`src/owtr_pkg.sv`:
```
// owtr_pkg: types, constants and helper functions of the one-wire temperature reader
// used by owtr_core and onewire_temperature_reader_unit, depends on nothing else
`default_nettype none

package owtr_pkg;

  typedef enum logic [2:0] {
    PH_IDLE     = 3'd0,
    PH_RST_LOW  = 3'd1,
    PH_RST_WAIT = 3'd2,
    PH_RST_TAIL = 3'd3,
    PH_WRITE    = 3'd4,
    PH_READ     = 3'd5,
    PH_CONV     = 3'd6
  } phase_e;

  typedef enum logic [2:0] {
    CFG_RESET_LOW     = 3'd0,
    CFG_PRESENCE_WAIT = 3'd1,
    CFG_RESET_TAIL    = 3'd2,
    CFG_SLOT          = 3'd3,
    CFG_PULSE         = 3'd4,
    CFG_SAMPLE        = 3'd5,
    CFG_CONVERT_WAIT  = 3'd6
  } cfg_idx_e;

  localparam int unsigned CfgIdxW  = 3;
  localparam int unsigned CfgDataW = 20;
  localparam int unsigned TickW    = 20;

  localparam logic [7:0] CMD_SKIP_ROM     = 8'hCC;
  localparam logic [7:0] CMD_CONVERT      = 8'h44;
  localparam logic [7:0] CMD_READ_SCRATCH = 8'hBE;

  typedef struct packed {
    logic [11:0] reset_low_ticks;
    logic [9:0]  presence_wait_ticks;
    logic [9:0]  reset_tail_ticks;
    logic [9:0]  slot_ticks;
    logic [7:0]  pulse_ticks;
    logic [7:0]  sample_ticks;
    logic [19:0] convert_wait_ticks;
  } cfg_t;

  localparam cfg_t CFG_RESET = '{
    reset_low_ticks:     12'd480,
    presence_wait_ticks: 10'd66,
    reset_tail_ticks:    10'd36,
    slot_ticks:          10'd36,
    pulse_ticks:         8'd2,
    sample_ticks:        8'd1,
    convert_wait_ticks:  20'd1200
  };

  typedef struct packed {
    logic       device_present;
    logic [7:0] temperature;
    logic       done_res;
    logic       busy_res;
    logic       drive_low;
  } result_t;

  // command byte sent in each write step of the sequence
  function automatic logic [7:0] cmd_of(logic [2:0] step);
    logic [7:0] cmd;
    case (step)
      3'd1, 3'd5: cmd = CMD_SKIP_ROM;
      3'd2:       cmd = CMD_CONVERT;
      3'd6:       cmd = CMD_READ_SCRATCH;
      default:    cmd = 8'h00;
    endcase
    return cmd;
  endfunction

  // phase a step opens with
  function automatic phase_e step_phase(logic [2:0] step);
    phase_e ph;
    case (step)
      3'd0, 3'd4:             ph = PH_RST_LOW;
      3'd1, 3'd2, 3'd5, 3'd6: ph = PH_WRITE;
      3'd3:                   ph = PH_CONV;
      default:                ph = PH_READ;
    endcase
    return ph;
  endfunction

endpackage

`default_nettype wire

```
`src/onewire_temperature_reader_unit.sv`:
```
// onewire_temperature_reader_unit: one result per tick transaction, m_axis_tvalid rises
// in the cycle after accept; one transaction per cycle sustained while m_axis_tready is high,
// the result register frees in the cycle it is taken so input and output run back to back.
// reset: sequencer idle, config registers at their defaults, result register empty.
// top level of the one-wire temperature reader, depends on owtr_pkg and owtr_core
`default_nettype none

module onewire_temperature_reader_unit
  import owtr_pkg::*;
(
  input  wire logic                clk_i,
  input  wire logic                rst_ni,
  input  wire logic                s_axis_tvalid,
  output      logic                s_axis_tready,
  input  wire logic [7:0]          s_axis_tdata,   // [0] start_req, [1] line_level
  output      logic                m_axis_tvalid,
  input  wire logic                m_axis_tready,
  // [0] drive_low, [1] busy_res, [2] done_res, [10:3] temperature, [11] device_present
  output      logic [15:0]         m_axis_tdata,
  input  wire logic                cfg_we_i,
  input  wire logic [CfgIdxW-1:0]  cfg_idx_i,
  input  wire logic [CfgDataW-1:0] cfg_data_i
);

  cfg_t    cfg_q;
  result_t res;
  result_t res_q;
  logic    out_vld_q;
  logic    accept;

  assign s_axis_tready = !out_vld_q || m_axis_tready;
  assign accept        = s_axis_tvalid && s_axis_tready;

  always_ff @(posedge clk_i or negedge rst_ni) begin
    if (!rst_ni) begin
      cfg_q <= CFG_RESET;
    end else if (cfg_we_i) begin
      case (cfg_idx_e'(cfg_idx_i))
        CFG_RESET_LOW:     cfg_q.reset_low_ticks     <= cfg_data_i[11:0];
        CFG_PRESENCE_WAIT: cfg_q.presence_wait_ticks <= cfg_data_i[9:0];
        CFG_RESET_TAIL:    cfg_q.reset_tail_ticks    <= cfg_data_i[9:0];
        CFG_SLOT:          cfg_q.slot_ticks          <= cfg_data_i[9:0];
        CFG_PULSE:         cfg_q.pulse_ticks         <= cfg_data_i[7:0];
        CFG_SAMPLE:        cfg_q.sample_ticks        <= cfg_data_i[7:0];
        CFG_CONVERT_WAIT:  cfg_q.convert_wait_ticks  <= cfg_data_i[19:0];
        default:           cfg_q <= cfg_q;
      endcase
    end
  end

  owtr_core u_core (
    .clk_i   (clk_i),
    .rst_ni  (rst_ni),
    .adv_i   (accept),
    .start_i (s_axis_tdata[0]),
    .line_i  (s_axis_tdata[1]),
    .cfg_i   (cfg_q),
    .res_o   (res)
  );

  always_ff @(posedge clk_i or negedge rst_ni) begin
    if (!rst_ni) begin
      out_vld_q <= 1'b0;
    end else if (accept) begin
      out_vld_q <= 1'b1;
    end else if (m_axis_tready) begin
      out_vld_q <= 1'b0;
    end
  end

  always_ff @(posedge clk_i) begin
    if (accept) begin
      res_q <= res;
    end
  end

  assign m_axis_tvalid = out_vld_q;
  assign m_axis_tdata  = {4'd0, res_q};

`ifndef SYNTHESIS
  a_accept_fills: assert property (@(posedge clk_i) disable iff (!rst_ni)
    accept |=> m_axis_tvalid)
    else $error("accepted transaction did not produce a result");

  a_no_overrun: assert property (@(posedge clk_i) disable iff (!rst_ni)
    (m_axis_tvalid && !m_axis_tready) |-> !s_axis_tready)
    else $error("input ready while result register is stalled");

  a_done_shape: assert property (@(posedge clk_i) disable iff (!rst_ni)
    (m_axis_tvalid && res_q.done_res) |-> (res_q.busy_res && !res_q.drive_low))
    else $error("done tick must be busy with the line released");
`endif

endmodule

`default_nettype wire

```
`src/owtr_core.sv`:
```
// owtr_core: bus sequencer state and the per-tick next-state logic
// depends on owtr_pkg
`default_nettype none

module owtr_core
  import owtr_pkg::*;
(
  input  wire logic    clk_i,
  input  wire logic    rst_ni,
  input  wire logic    adv_i,
  input  wire logic    start_i,
  input  wire logic    line_i,
  input  wire cfg_t    cfg_i,
  output result_t      res_o
);

  phase_e            phase_q, phase_d;
  logic [TickW-1:0]  tick_q, tick_d;
  logic [3:0]        bit_q, bit_d;
  logic [2:0]        step_q, step_d;
  logic [15:0]       shift_q, shift_d;
  logic [7:0]        temp_q, temp_d;
  logic              pres_q, pres_d;

  phase_e            ph;
  logic [TickW-1:0]  c;
  logic [TickW:0]    c1;
  logic [3:0]        bit_e;
  logic [2:0]        step_e;
  logic [2:0]        step_nx;
  logic [8:0]        samp_pt;
  logic [7:0]        cmd;
  logic              slot_end;
  logic              fin;
  logic              drive;
  logic              done;
  logic              launch;

  always_comb begin
    launch  = (phase_q == PH_IDLE) && start_i;
    ph      = launch ? PH_RST_LOW : phase_q;
    c       = launch ? '0 : tick_q;
    bit_e   = launch ? '0 : bit_q;
    step_e  = launch ? '0 : step_q;
    c1      = {1'b0, c} + 21'd1;
    step_nx = step_e + 3'd1;
    slot_end = c1 >= {11'd0, cfg_i.slot_ticks};
    samp_pt = {1'b0, cfg_i.pulse_ticks} + {1'b0, cfg_i.sample_ticks};
    cmd     = cmd_of(step_e);

    phase_d = ph;
    tick_d  = c;
    bit_d   = bit_e;
    step_d  = step_e;
    shift_d = shift_q;
    temp_d  = temp_q;
    pres_d  = pres_q;
    fin     = 1'b0;
    drive   = 1'b0;
    done    = 1'b0;

    case (ph)
      PH_IDLE: begin
        fin = 1'b1;
      end
      PH_RST_LOW: begin
        drive = 1'b1;
        fin   = c1 >= {9'd0, cfg_i.reset_low_ticks};
        if (fin) begin
          phase_d = PH_RST_WAIT;
          tick_d  = '0;
        end
      end
      PH_RST_WAIT: begin
        fin = c1 >= {11'd0, cfg_i.presence_wait_ticks};
        if (fin) begin
          pres_d  = ~line_i;
          phase_d = PH_RST_TAIL;
          tick_d  = '0;
        end
      end
      PH_RST_TAIL: begin
        fin = c1 >= {11'd0, cfg_i.reset_tail_ticks};
        if (fin) begin
          step_d  = step_nx;
          phase_d = step_phase(step_nx);
          tick_d  = '0;
          bit_d   = '0;
        end
      end
      PH_WRITE: begin
        // a zero bit keeps the line low up to the recovery tick
        drive = !slot_end && ((c < {12'd0, cfg_i.pulse_ticks}) || !cmd[bit_e[2:0]]);
        fin   = slot_end;
        if (fin) begin
          tick_d = '0;
          if (bit_e >= 4'd7) begin
            step_d  = step_nx;
            phase_d = step_phase(step_nx);
            bit_d   = '0;
          end else begin
            bit_d = bit_e + 4'd1;
          end
        end
      end
      PH_READ: begin
        drive = !slot_end && (c < {12'd0, cfg_i.pulse_ticks});
        // sample point past the slot end falls back to the last tick
        if ((c == {11'd0, samp_pt}) || (slot_end && (c < {11'd0, samp_pt}))) begin
          shift_d = {line_i, shift_q[15:1]};
        end
        fin = slot_end;
        if (fin) begin
          tick_d = '0;
          if (bit_e >= 4'd15) begin
            temp_d  = shift_d[11:4];
            done    = 1'b1;
            phase_d = PH_IDLE;
            step_d  = '0;
            bit_d   = '0;
          end else begin
            bit_d = bit_e + 4'd1;
          end
        end
      end
      PH_CONV: begin
        fin = c1 >= {1'b0, cfg_i.convert_wait_ticks};
        if (fin) begin
          step_d  = step_nx;
          phase_d = step_phase(step_nx);
          tick_d  = '0;
          bit_d   = '0;
        end
      end
      default: begin
        phase_d = PH_IDLE;
        fin     = 1'b1;
      end
    endcase

    if (!fin) begin
      tick_d = c1[TickW-1:0];
    end

    res_o.drive_low      = drive;
    res_o.busy_res       = (ph != PH_IDLE);
    res_o.done_res       = done;
    res_o.temperature    = temp_d;
    res_o.device_present = pres_d;
  end

  always_ff @(posedge clk_i or negedge rst_ni) begin
    if (!rst_ni) begin
      phase_q <= PH_IDLE;
      tick_q  <= '0;
      bit_q   <= '0;
      step_q  <= '0;
      shift_q <= '0;
      temp_q  <= '0;
      pres_q  <= 1'b0;
    end else if (adv_i) begin
      phase_q <= phase_d;
      tick_q  <= tick_d;
      bit_q   <= bit_d;
      step_q  <= step_d;
      shift_q <= shift_d;
      temp_q  <= temp_d;
      pres_q  <= pres_d;
    end
  end

endmodule

`default_nettype wire
```
`config.mk`:
```
export PLATFORM = sky130hd
export DESIGN_NAME = onewire_temperature_reader_unit
export DESIGN_NICKNAME = d
export VERILOG_FILES = /design/src/owtr_pkg.sv /design/src/onewire_temperature_reader_unit.sv /design/src/owtr_core.sv
export SDC_FILE = /design/constraint.sdc
export NUM_CORES = 1
export LEC_CHECK = 0
export BUFFER_PORTS_ARGS = -buffer_cell sky130_fd_sc_hd__buf_2
export CORE_MARGIN = 2
export CORE_UTILIZATION = 43
export CTS_BUF_LIST = sky130_fd_sc_hd__clkbuf_4
export DETAILED_ROUTE_END_ITERATION = 6
export PLACE_DENSITY_LB_ADDON = 0.12
export SYNTH_ARGS = -nofsm -noshare
export SYNTH_HDL_FRONTEND = slang
export SYNTH_SLANG_ARGS = --single-unit
export TNS_END_PERCENT = 30
```
`constraint.sdc`:
```
create_clock -name clk_i -period 6.4 [get_ports clk_i]
set_clock_uncertainty 0.1 [all_clocks]
set_input_delay 1.28 -clock clk_i [delete_from_list [all_inputs] [get_ports clk_i]]
set_output_delay 1.28 -clock clk_i [all_outputs]
set_load 0.05 [all_outputs]
```
=== Word level (Yosys, flattened, before mapping) ===
Cells that the tools add are included.

* Flip-flop bits (word level): 146
* Word-level logic and storage cells: 139

* Add/sub/neg operators: 4
* $lt $le $gt $ge: 10
* Eq/ne operators: 23
* Muxes and demuxes: 49
* Bitwise logic cells: 1
* Reductions and logical operators: 31

{| class="wikitable"
|+ Operator list
! operator !! count
|-
| 2-to-1 mux 20 bit || 7
|-
| one-hot mux 20 bit (5 select lines) || 1
|-
| greater-or-equal comparator 21 x 10 -> 1 bit || 3
|-
| 2-to-1 mux 3 bit || 16
|-
| == test 3 bit, second input constant || 11
|-
| 2-to-1 mux 4 bit || 7
|-
| 2-to-1 mux 8 bit || 3
|-
| one-hot mux 8 bit (3 select lines) || 1
|-
| adder 20 x 1 -> 21 bit, second input constant || 1
|-
| == test 3 x 2 -> 1 bit, second input constant || 7
|-
| greater-or-equal comparator 21 x 12 -> 1 bit || 1
|-
| greater-or-equal comparator 21 x 20 -> 1 bit || 1
|-
| one-hot mux 3 bit (7 select lines) || 1
|-
| == test 20 x 9 -> 1 bit || 1
|-
| less-than comparator 20 x 8 -> 1 bit || 1
|-
| less-than comparator 20 x 9 -> 1 bit || 1
|-
| AND reduction 2 bit || 9
|-
| one-hot mux 4 bit (4 select lines) || 1
|-
| == test 3 x 1 -> 1 bit, second input constant || 4
|-
| logical NOT 3 bit || 4
|-
| 2-to-1 mux 12 bit || 1
|-
| one-hot mux 3 bit (4 select lines) || 1
|-
| adder 8 x 8 -> 9 bit || 1
|-
| one-hot mux 3 bit (3 select lines) || 1
|-
| 18 further kinds || 33
|}

=== Depth between registers and ports, before layout ===
Gate-level depths: netlist (run 1).

* Word-level depth: 12
* Depth in mapped cells: 23
* Mapped depth without buffers: 19

=== Hierarchy ===
A second synthesis (run 1) with hierarchy kept.

* Cell total of the unflattened synthesis: 962
* Area total of the unflattened synthesis: 9,604.2 µm²

{| class="wikitable"
|+ By module, submodules not included
! module !! instances !! cells an instance !! area each (µm²)
|-
| owtr_core || 1 || 771 || 6,178.4
|-
| onewire_temperature_reader_unit || 1 || 191 || 3,425.8
|}

=== Least setup slack after synthesis (run 1) ===
No wires, ideal clock.

* Path type: input -> register
* Start: in s_axis_tdata[0]
* End: reg u_core.phase_q[0]
* Arrival: 5.825 ns
* Data required time: 6.167 ns
* Setup slack: 0.342 ns
* Cell stages on the path: 19
* Buffers on the path: 2
* Path through: or4b_4 buf_6 clkbuf_1 nand2_1 inv_1 ha_1 nand4_1 or3_1 a21oi_1 ha_1 a211o_1 a2111oi_0 a211oi_1 nor3_1 a31oi_1 a211o_1 a21o_1 a2111oi_0 nor2_1

* Longest elaborated chain between the ends: 9
* Elaborated cells on any way between the ends: 40

{| class="wikitable"
|+ RTL lines
! item !! RTL line !! RTL
|-
| from (decl) || onewire_temperature_reader_unit.sv:15 || <nowiki>input wire logic [7:0] s_axis_tdata,</nowiki>
|-
| logical AND 1 bit (*) || owtr_core.sv:40 || <nowiki>launch = (phase_q == PH_IDLE) && start_i;</nowiki>
|-
| branches (longest 7 deep; another with adder 20 x 1 -> 21 bit) || n/a ||
|-
| one-hot mux 3 bit (7 select lines) (*) || owtr_core.sv:62 || <nowiki>case (ph)</nowiki>
|-
| to (signal assigned) || owtr_core.sv:162 || <nowiki>phase_q <= phase_d;</nowiki>
|-
| to (decl) || owtr_core.sv:17 || <nowiki>phase_e phase_q, phase_d;</nowiki>
|}

Mark *: on every way between the ends.
A chain may end at the register's enable or synchronous reset.

=== Worst setup path in the final report (run 1) ===
* Start: in s_axis_tdata[0]
* End: reg u_core.temp_q[5]

* Longest elaborated chain between the ends: 10
* Elaborated cells on any way between the ends: 16

{| class="wikitable"
|+ RTL lines
! item !! RTL line !! RTL
|-
| logical AND 1 bit (*) || owtr_core.sv:40 ||
|-
| 2-to-1 mux 20 bit || owtr_core.sv:42 || <nowiki>c = launch ? '0 : tick_q;</nowiki>
|-
| adder 20 x 1 -> 21 bit || owtr_core.sv:45 || <nowiki>c1 = {1'b0, c} + 21'd1;</nowiki>
|-
| greater-or-equal comparator 21 x 10 -> 1 bit || owtr_core.sv:47 || <nowiki>slot_end = c1 >= {11'd0, cfg_i.slot_ticks};</nowiki>
|-
| logical AND 1 bit || owtr_core.sv:109 || <nowiki>if ((c == {11'd0, samp_pt}) || (slot_end && (c < {11'd0, samp_pt}))) begin</nowiki>
|-
| logical OR 1 bit || owtr_core.sv:109 ||
|-
| 2-to-1 mux 12 bit || owtr_core.sv:109 ||
|-
| 2-to-1 mux 8 bit || owtr_core.sv:115 || <nowiki>if (bit_e >= 4'd15) begin</nowiki>
|-
| 2-to-1 mux 8 bit || owtr_core.sv:113 || <nowiki>if (fin) begin</nowiki>
|-
| 2-to-1 mux 8 bit (*) || owtr_core.sv:62 ||
|-
| to (signal assigned) || owtr_core.sv:167 || <nowiki>temp_q <= temp_d;</nowiki>
|-
| to (decl) || owtr_core.sv:22 || <nowiki>logic [7:0] temp_q, temp_d;</nowiki>
|}

Every way passes the cells marked *; elsewhere a longest branch is shown, timed or not.

==> run_results.csv, run 1 <==
group,metric,value,unit
floorplanning,rows,53,
floorplanning,die_area,22810,um2
floorplanning,ioPinCount,54,
layout,fillers,1995,
route,drc_errors,0,
timing,worstMarginPinSlew,1.073,ns
global_routing,grt_max_degree,83,
synthesis,yosysWarnings,0,
cts,cts_resized,0,
placed_design,pre_cts_ws,0.2967,ns
layout,area_growth,10.11,%
power_and_ir_drop,p_sw,1236,uW
route,dr.pass1.iters,5,
setup_path,worstSetupPathType,"in -> reg",
cts,cts_tree,"done",
power_and_ir_drop,p_clk_share,20.7,%
placed_design,gp_congestion,0.8335,
cts,cts_max_path_buffers,2,
cts,cts-root-buf,"clkbuf_4",
route,viasPerCell,5.433,
global_routing,antenna_found_initial,2,
timing,fin_crit_sh,86.12,%
cts,cts_made_buffers,17,
synthesis,syn_inst,962,
power_and_ir_drop,total_power,3128,uW
cts,clk_pin_slew,0.13,ns
floorplanning,die_height,151.0,um
synthesis,synth_cell_types,80,
synthesis,postSynthAreaPerCell,9.665,um2
floorplanning,core,21150,um2
global_routing,grtUsageTotal,21.11,%
floorplanning,die_x,151.0,um
synthesis,async_reset_ff_share,91.55,%
cts,clk_latency,0.56,ns
power_and_ir_drop,p_per_area,305.5,nW/um2
global_routing,grt_pass1_vias,6885,
global_routing,grt_pass1_wl,37080,um
power_and_ir_drop,ir_drop,0.0001148,V
timing,holdWs,0.3957,ns
layout,drive_above_1_share,19.01,%
timing,final.setup.worst_slack,0.8884,ns
timing,max-slew-margin-rel,28.16,%
cts,postCtsHoldBufs,0,
route,wire_per_inst,17.32,um
cts,postCtsSetupRepairBufs,0,
synthesis,ys_seq_area_share,39.08,%
timing,fin_tns_setup,0,ns
cts,htreeDepth,4,
power_and_ir_drop,seqPwrFrac,38.3,%
hold_path,hp-class,"reg -> reg",
route,antenna_left,0,
timing,min_period,5.512,ns
power_and_ir_drop,p_int,1892,uW
timing,setup_viol,0,
layout,nets,1137,
synthesis,ys_dominant_reg_cell,"dfrtp_1",
global_routing,grt.overflow.total,0,
setup_path,cp-end-kind,"register",
setup_path,critPathLaunchType,"input pin",
route,first_iter_violations,356,
timing,hold_viol,0,
placed_design,portBuffers,43,
power_and_ir_drop,p_sw_share,39.52,%
timing,max_freq,181.4,MHz
setup_path,required,6.74,ns
floorplanning,initial_core_util,43.95,%
timing,rsz0062_at_grt,"no",
route,wl,22590,um
layout,multiInputGateArea,5141,um2
power_and_ir_drop,leakage,0.004793,uW
synthesis,synth_edf_count,12,
flow_run,drv_cap,0,
setup_path,cp.arrival,5.85,ns
synthesis,ys_ff_latch,142,
route,vias,7084,
cts,cts.sinks,142,
run_status,status,"finished clean",
placed_design,dpl.hpwl,16330,um
power_and_ir_drop,p_comb_share,41.0,%
timing,drv_slew,0,
layout,seq_area,3633,um2
synthesis,netlist_area,9298,um2
setup_path,crit_fanout,18,
## placed cells by master, fill, tap and decap left out, types with 13 or more instances in the layout
| cell | instances |
|---|---|
| dfrtp_1 | 114 |
| nand2_1 | 97 |
| ha_1 | 87 |
| inv_1 | 80 |
| o21ai_0 | 75 |
| nor2_1 | 49 |
| mux2_2 | 44 |
| a21oi_1 | 43 |
| buf_2 | 42 |
| buf_4 | 31 |
| nand4_1 | 21 |
| mux2i_1 | 20 |
| nand3_1 | 18 |
| a22o_1 | 18 |
| clkbuf_4 | 17 |
| nand2b_1 | 16 |
| dfstp_2 | 16 |
| a21o_1 | 13 |
## path summary, 6_finish.rpt
check / from / slack [ns] / cells after the start / endpoint
max: s_axis_tdata[0] / 0.89 / 21 / u_core.temp_q[5]
min: u_core.temp_q[4] / 0.40 / 2 / u_core.temp_q[4]
max reg2reg: u_core.phase_q[2] / 0.97 / 20 / u_core.temp_q[5]
min reg2reg: u_core.temp_q[4] / 0.40 / 2 / u_core.temp_q[4]
max in group asynchronous: rst_ni / 4.40 / 2 / u_core.bit_q[1]
min in group asynchronous: rst_ni / 0.65 / 1 / cfg_q[22]
## layer usage
| layer | vias to the layer above | part of all wire (%) | global-route usage (%) |
|---|---|---|---|
| li1 | 3562 | - | - |
| met1 | 3382 | 50 | 29.98 |
| met2 | 115 | 46 | 33.75 |
| met3 | 25 | 2.5 | 3.343 |
| met4 | 0 | 1.5 | 5.421 |
| met5 | - | 0 | 0 |
## registers in the layout, indices dropped and copies added (netlist names)
name and cells:
m_axis_tvalid 1, u_core.shift_q 12, cfg_q 78, m_axis_tdata 12
u_core.bit_q 4, u_core.tick_q 20, u_core.pres_q 1, u_core.phase_q 3
u_core.temp_q 8, u_core.step_q 3
## kinds of logic after synthesis
kind of cell / share of synthesized area (%)
AO/OA/AOI/OAI: 15.97
XOR/XNOR: 1.601
adder cells (fa/ha/maj): 11.92
buffers and inverters: 6.002
flip-flops: 39.08
multiplexers: 9.487
other: 0.04033
AND/OR/NAND/NOR: 15.89
## area by class of cell
cell class              count  area share [%]
clock buffers              17           1.247
inverters                  81           2.970
flip-flops and latches    142           35.49
clock inverters            15           1.809
multi-input cells         695           50.22
well taps                 275           3.361
repair buffers             76           4.828
diodes                      3         0.07333
## per-stage QoR
step / utilization, % / std cells / instance area (um2)
6_report: 48.39 / 1304 / 10240
5_1_grt: 48.39 / 1304 / 10240
4_1_cts: 48.36 / 1301 / 10230
3_5_place_dp: 46.88 / 1269 / 9917
3_3_place_gp: 46.88 / 1269 / 9917
2_1_floorplan: - / 965 / 9309
## critical path, stage by stage
cell and delay, ns:
buf_2 0.12, or4b_4 0.53, nand2_1 0.18, inv_1 0.06
ha_1 0.24, buf_4 0.17, nand3_1 0.09, xor2_1 0.14
nor2_1 0.05, buf_4 0.19, ha_1 0.31, nand3_1 0.11
o21bai_1 0.17, a21oi_1 0.13, a211oi_1 0.07, buf_4 0.15
and4b_4 0.24, nor3_2 0.81, nand2_1 0.52, nand2_1 0.18
o21ai_0 0.09
## cells in the mapped netlist (4+ instances only)
| cell | n | share of area (%) |
|---|---|---|
| dfrtp_1 | 114 | 31 |
| nand2_1 | 97 | 3.9 |
| ha_1 | 87 | 12 |
| inv_1 | 80 | 3.2 |
| o21ai_0 | 75 | 4.0 |
| nor2_1 | 49 | 2.0 |
| mux2_2 | 44 | 5.3 |
| a21oi_1 | 43 | 2.3 |
| clkbuf_1 | 24 | 0.97 |
| nand4_1 | 21 | 1.4 |
| mux2i_1 | 20 | 2.2 |
| a22o_1 | 18 | 1.7 |
| nand3_1 | 18 | 0.97 |
| dfstp_2 | 16 | 4.5 |
| nand2b_1 | 16 | 1.1 |
| a21o_1 | 13 | 1.0 |
| edfxtp_1 | 12 | 3.9 |
| nor2b_1 | 12 | 0.81 |
| xnor2_1 | 12 | 1.1 |
| a31oi_1 | 10 | 0.67 |
| and2_1 | 10 | 0.67 |
| mux2_4 | 10 | 1.6 |
| nor3_1 | 10 | 0.54 |
| buf_2 | 8 | 0.43 |
| buf_4 | 8 | 0.65 |
| nor4_1 | 8 | 0.54 |
| o21bai_1 | 8 | 0.65 |
| o31ai_1 | 8 | 0.65 |
| a211oi_1 | 6 | 0.48 |
| o21a_1 | 6 | 0.48 |
| buf_6 | 5 | 0.61 |
| or3_1 | 5 | 0.34 |
| xor2_1 | 5 | 0.47 |
| a221oi_1 | 4 | 0.38 |
| and4_1 | 4 | 0.38 |
| o211ai_1 | 4 | 0.32 |
| o21ai_1 | 4 | 0.22 |
## power groups by stage
stage	logic, uW	clock network (uW)	registers (uW)
after floorplan	943	0	1170
after global placement	1270	0	1210
after detailed placement	1280	0	1210
after CTS	1290	671	1200
after global routing	1480	704	1220
final	1280	648	1200
(Power assumes the default switching activity.)
==> run 2: changes to the inputs <==
--- a/config.mk
+++ b/config.mk
@@ -13,5 +13,6 @@
 export PLACE_DENSITY_LB_ADDON = 0.12
 export SYNTH_ARGS = -nofsm -noshare
 export SYNTH_HDL_FRONTEND = slang
+export SYNTH_HIERARCHICAL = 1
 export SYNTH_SLANG_ARGS = --single-unit
 export TNS_END_PERCENT = 30
==> run 2 against run 1 <==
Maximum frequency decreased by 1.8%. Critical path depth is 1 higher. Critical path type unchanged. Via count decreased by 0.65%. Flip-flop and latch count is the same. Largest cell class unchanged. Cell area rose by 1.3%. Count of clock-buffer cells in the layout did not move. Non-clock buffer count fell by 13.
==> run_results.csv, run 2 <==
group,metric,value,unit
layout,fin_area,10380,um2
cts,htreeDepth,4,
timing,fin_crit_sh,87.72,%
layout,nets,1127,
layout,area_growth,8.026,%
route,first_iter_violations,416,
global_routing,grt_pass1_vias,6783,
placed_design,portBuffers,43,
floorplanning,rows,54,
cts,cts_tree,"done",
setup_path,critPathLaunchType,"input pin",
floorplanning,die_x,153.5,um
route,wl,22120,um
timing,max-slew-margin-rel,38.09,%
synthesis,synth.area.top_cells,"dfrtp_1, ha_1, mux2_2",
layout,final_core_util,47.39,%
cts,clk_latency,0.55,ns
cts,cts_made_buffers,17,
setup_path,cp.arrival,5.93,ns
synthesis,synth_top_cell_area_share,29.70,%
global_routing,antenna_found_initial,1,
power_and_ir_drop,p_clk_share,14.5,%
timing,hold_viol,0,
setup_path,critPathBufInv,3,
synthesis,synth_most_common_cell,"dfrtp_1",
route,antenna_left,0,
power_and_ir_drop,p_int,2292,uW
global_routing,grtUsageTotal,19.55,%
setup_path,cp-end-kind,"register",
timing,min_period,5.614,ns
power_and_ir_drop,ir_drop,0.0001590,V
setup_path,worst_path_dominant_cell_family,"simple AND/OR/NAND/NOR gates",
cts,postCtsHoldBufs,0,
cts,cts_resized,0,
layout,drive_above_1_share,21.56,%
synthesis,netlist_area,9604,um2
timing,max_freq,178.1,MHz
cts,cts.sinks,142,
cts,postCtsSetupRepairBufs,0,
floorplanning,die_area,23550,um2
global_routing,grt_max_degree,79,
synthesis,synth_cell_types,98,
setup_path,worstSetupPathType,"in -> reg",
global_routing,grt_pass1_wl,36730,um
power_and_ir_drop,leakage,0.004827,uW
setup_path,crit_fanout,8,
timing,rsz0062_at_grt,"no",
timing,fin_tns_setup,0,ns
layout,final_cell_mix,"dfrtp_1, inv_1, ha_1, nand2_1, mux2_2",
layout,top_register,"cfg_q",
layout,largestRegisters,"cfg_q: 78 flops, u_core/tick_q: 20 flops",
cts,cts_max_path_buffers,2,
placed_design,dpl.hpwl,16440,um
setup_path,required,6.72,ns
timing,drv_slew,0,
floorplanning,ioPinCount,54,
layout,fillers,2163,
hold_path,hp-class,"reg -> reg",
synthesis,postSynthAreaPerCell,9.984,um2
layout,final_cell_count_no_fill,1297,
power_and_ir_drop,p_comb_share,54.8,%
synthesis,ys_ff_latch,142,
synthesis,synth_top_area_cell,"dfrtp_1",
power_and_ir_drop,p_sw_share,45.43,%
placed_design,dpl_cell_area,10080,um2
route,vias,7038,
power_and_ir_drop,p_sw,1908,uW
flow_run,drv_cap,0,
route,drc_errors,0,
floorplanning,core,21890,um2
timing,worstMarginPinSlew,0.9247,ns
global_routing,grt.overflow.total,0,
cts,cts-root-buf,"clkbuf_4",
setup_path,cp_cell_sequence,"buf_2, or4b_4, nand2_1, inv_1, ha_1, nand2_1, nor2_1, nand3_1, xnor2_1, nor2_1, ha_1, and3_1, nand3_1, or3_1, o2111ai_1, a221oi_1, o41a_1, a21oi_2, nand4bb_1, buf_4, mux2i_1, o221ai_1",
route,dr.pass1.iters,7,
setup_path,crit_path_top_delay_cell,"or4b_4",
synthesis,ys_dominant_reg_cell,"dfrtp_1",
placed_design,place_inst,1264,
synthesis,async_reset_ff_share,91.55,%
layout,largest_register_ffs,78,
floorplanning,die_height,153.5,um
layout,final_common_cell,"dfrtp_1",
cts,clk_pin_slew,0.14,ns
synthesis,syn_inst,962,
setup_path,critPathMaxStageDelay,0.52,ns
timing,setup_viol,0,
synthesis,yosysWarnings,6,
floorplanning,initial_core_util,43.87,%
synthesis,synthTopCellsByCount,"dfrtp_1, inv_1, ha_1, nand2_1, mux2_2",
placed_design,gp_congestion,0.9042,
synthesis,synth_edf_count,12,
route,viasPerCell,5.426,
synthesis,ys_seq_area_share,37.83,%
run_status,status,"finished clean",
power_and_ir_drop,p_per_area,404.8,nW/um2
route,wire_per_inst,17.06,um
power_and_ir_drop,seqPwrFrac,30.6,%
==> run 2: cell count changes in the layout (fill, tap and decap cells not counted), moves of 6 or more <==
cell	change
nor2_1	+6
nand4_1	-8
inv_1	+22
mux2_1	+19
o21ai_0	-32
and2_1	-7
a22o_1	-15
buf_4	-12
xnor2_1	+6
a21o_1	-7
mux2_4	-10
nand2_1	-25
mux2_2	+26
o21ai_2	+8
==> run 2: layer usage <==
layer	vias up	global-route usage [%]	share of wire, %	wire length [um]
li1	3512	-	-	-
met5	-	0	0	0
met1	3352	27.93	49	10900
met4	0	4.675	1.2	260
met2	158	30.95	45	9988
met3	16	3.516	4.4	978
==> run 2: worst paths after layout <==
| check | slack (ns) | startpoint | to | depth (start not counted) |
|---|---|---|---|---|
| min reg2reg | 0.41 | u_core/step_q[0] | u_core/step_q[0] | 1 |
| max in group asynchronous | 4.33 | rst_ni | cfg_q[77] | 2 |
| max | 0.79 | s_axis_tdata[0] | u_core/tick_q[11] | 22 |
| min in group asynchronous | 0.67 | rst_ni | cfg_q[21] | 1 |
| max reg2reg | 1.05 | u_core/phase_q[2] | u_core/tick_q[11] | 22 |
| min | 0.41 | u_core/step_q[0] | u_core/step_q[0] | 1 |
==> run 2: layout make-up <==
cell class	instances	area [um2]	area share, %
multi-input cells	675	5318	51.25
repair buffers	63	384.1	3.702
clock buffers	17	127.6	1.230
well taps	280	350.3	3.377
flip-flops and latches	142	3633	35.02
diodes	1	2.502	0.02412
clock inverters	15	168.9	1.628
inverters	104	390.4	3.763
==> run 2: cells by family (layout without fill, tap and decap cells) <==
| kind of cell | count (synthesis) | in the layout | synth area share, % |
|---|---|---|---|
| buffers and inverters | 148 | 199 | 7.191 |
| xor gates and xnor gates | 24 | 24 | 2.189 |
| muxes | 117 | 117 | 13.42 |
| and+or+nand+nor | 254 | 254 | 14.43 |
| AOI/OAI and AO/OA | 188 | 188 | 13.35 |
| DFF | 142 | 142 | 37.83 |
| adders and majority gates | 88 | 88 | 11.54 |
| other | 1 | 5 | 0.03905 |
==> run 2: metrics by stage <==
stage               setup slack [ns]  power [uW]  hold slack [ns]
floorplan                     0.9376        3025           0.3641
global placement              0.2985        3578           0.3757
detailed placement            0.2231        3601           0.3859
CTS                           0.8145        4241           0.4143
global route                  0.4551        4601           0.4382
finish                        0.7857        4200           0.4060
==> run 2: power groups by stage <==
| stage | sequential [uW] | clock (uW) | combinational (uW) |
|---|---|---|---|
| 4_1_cts | 1290 | 642 | 2310 |
| 2_1_floorplan | 1260 | 0 | 1770 |
| 3_5_place_dp | 1310 | 0 | 2300 |
| 5_1_grt | 1320 | 678 | 2600 |
| 6_report | 1290 | 610 | 2300 |
| 3_3_place_gp | 1300 | 0 | 2280 |
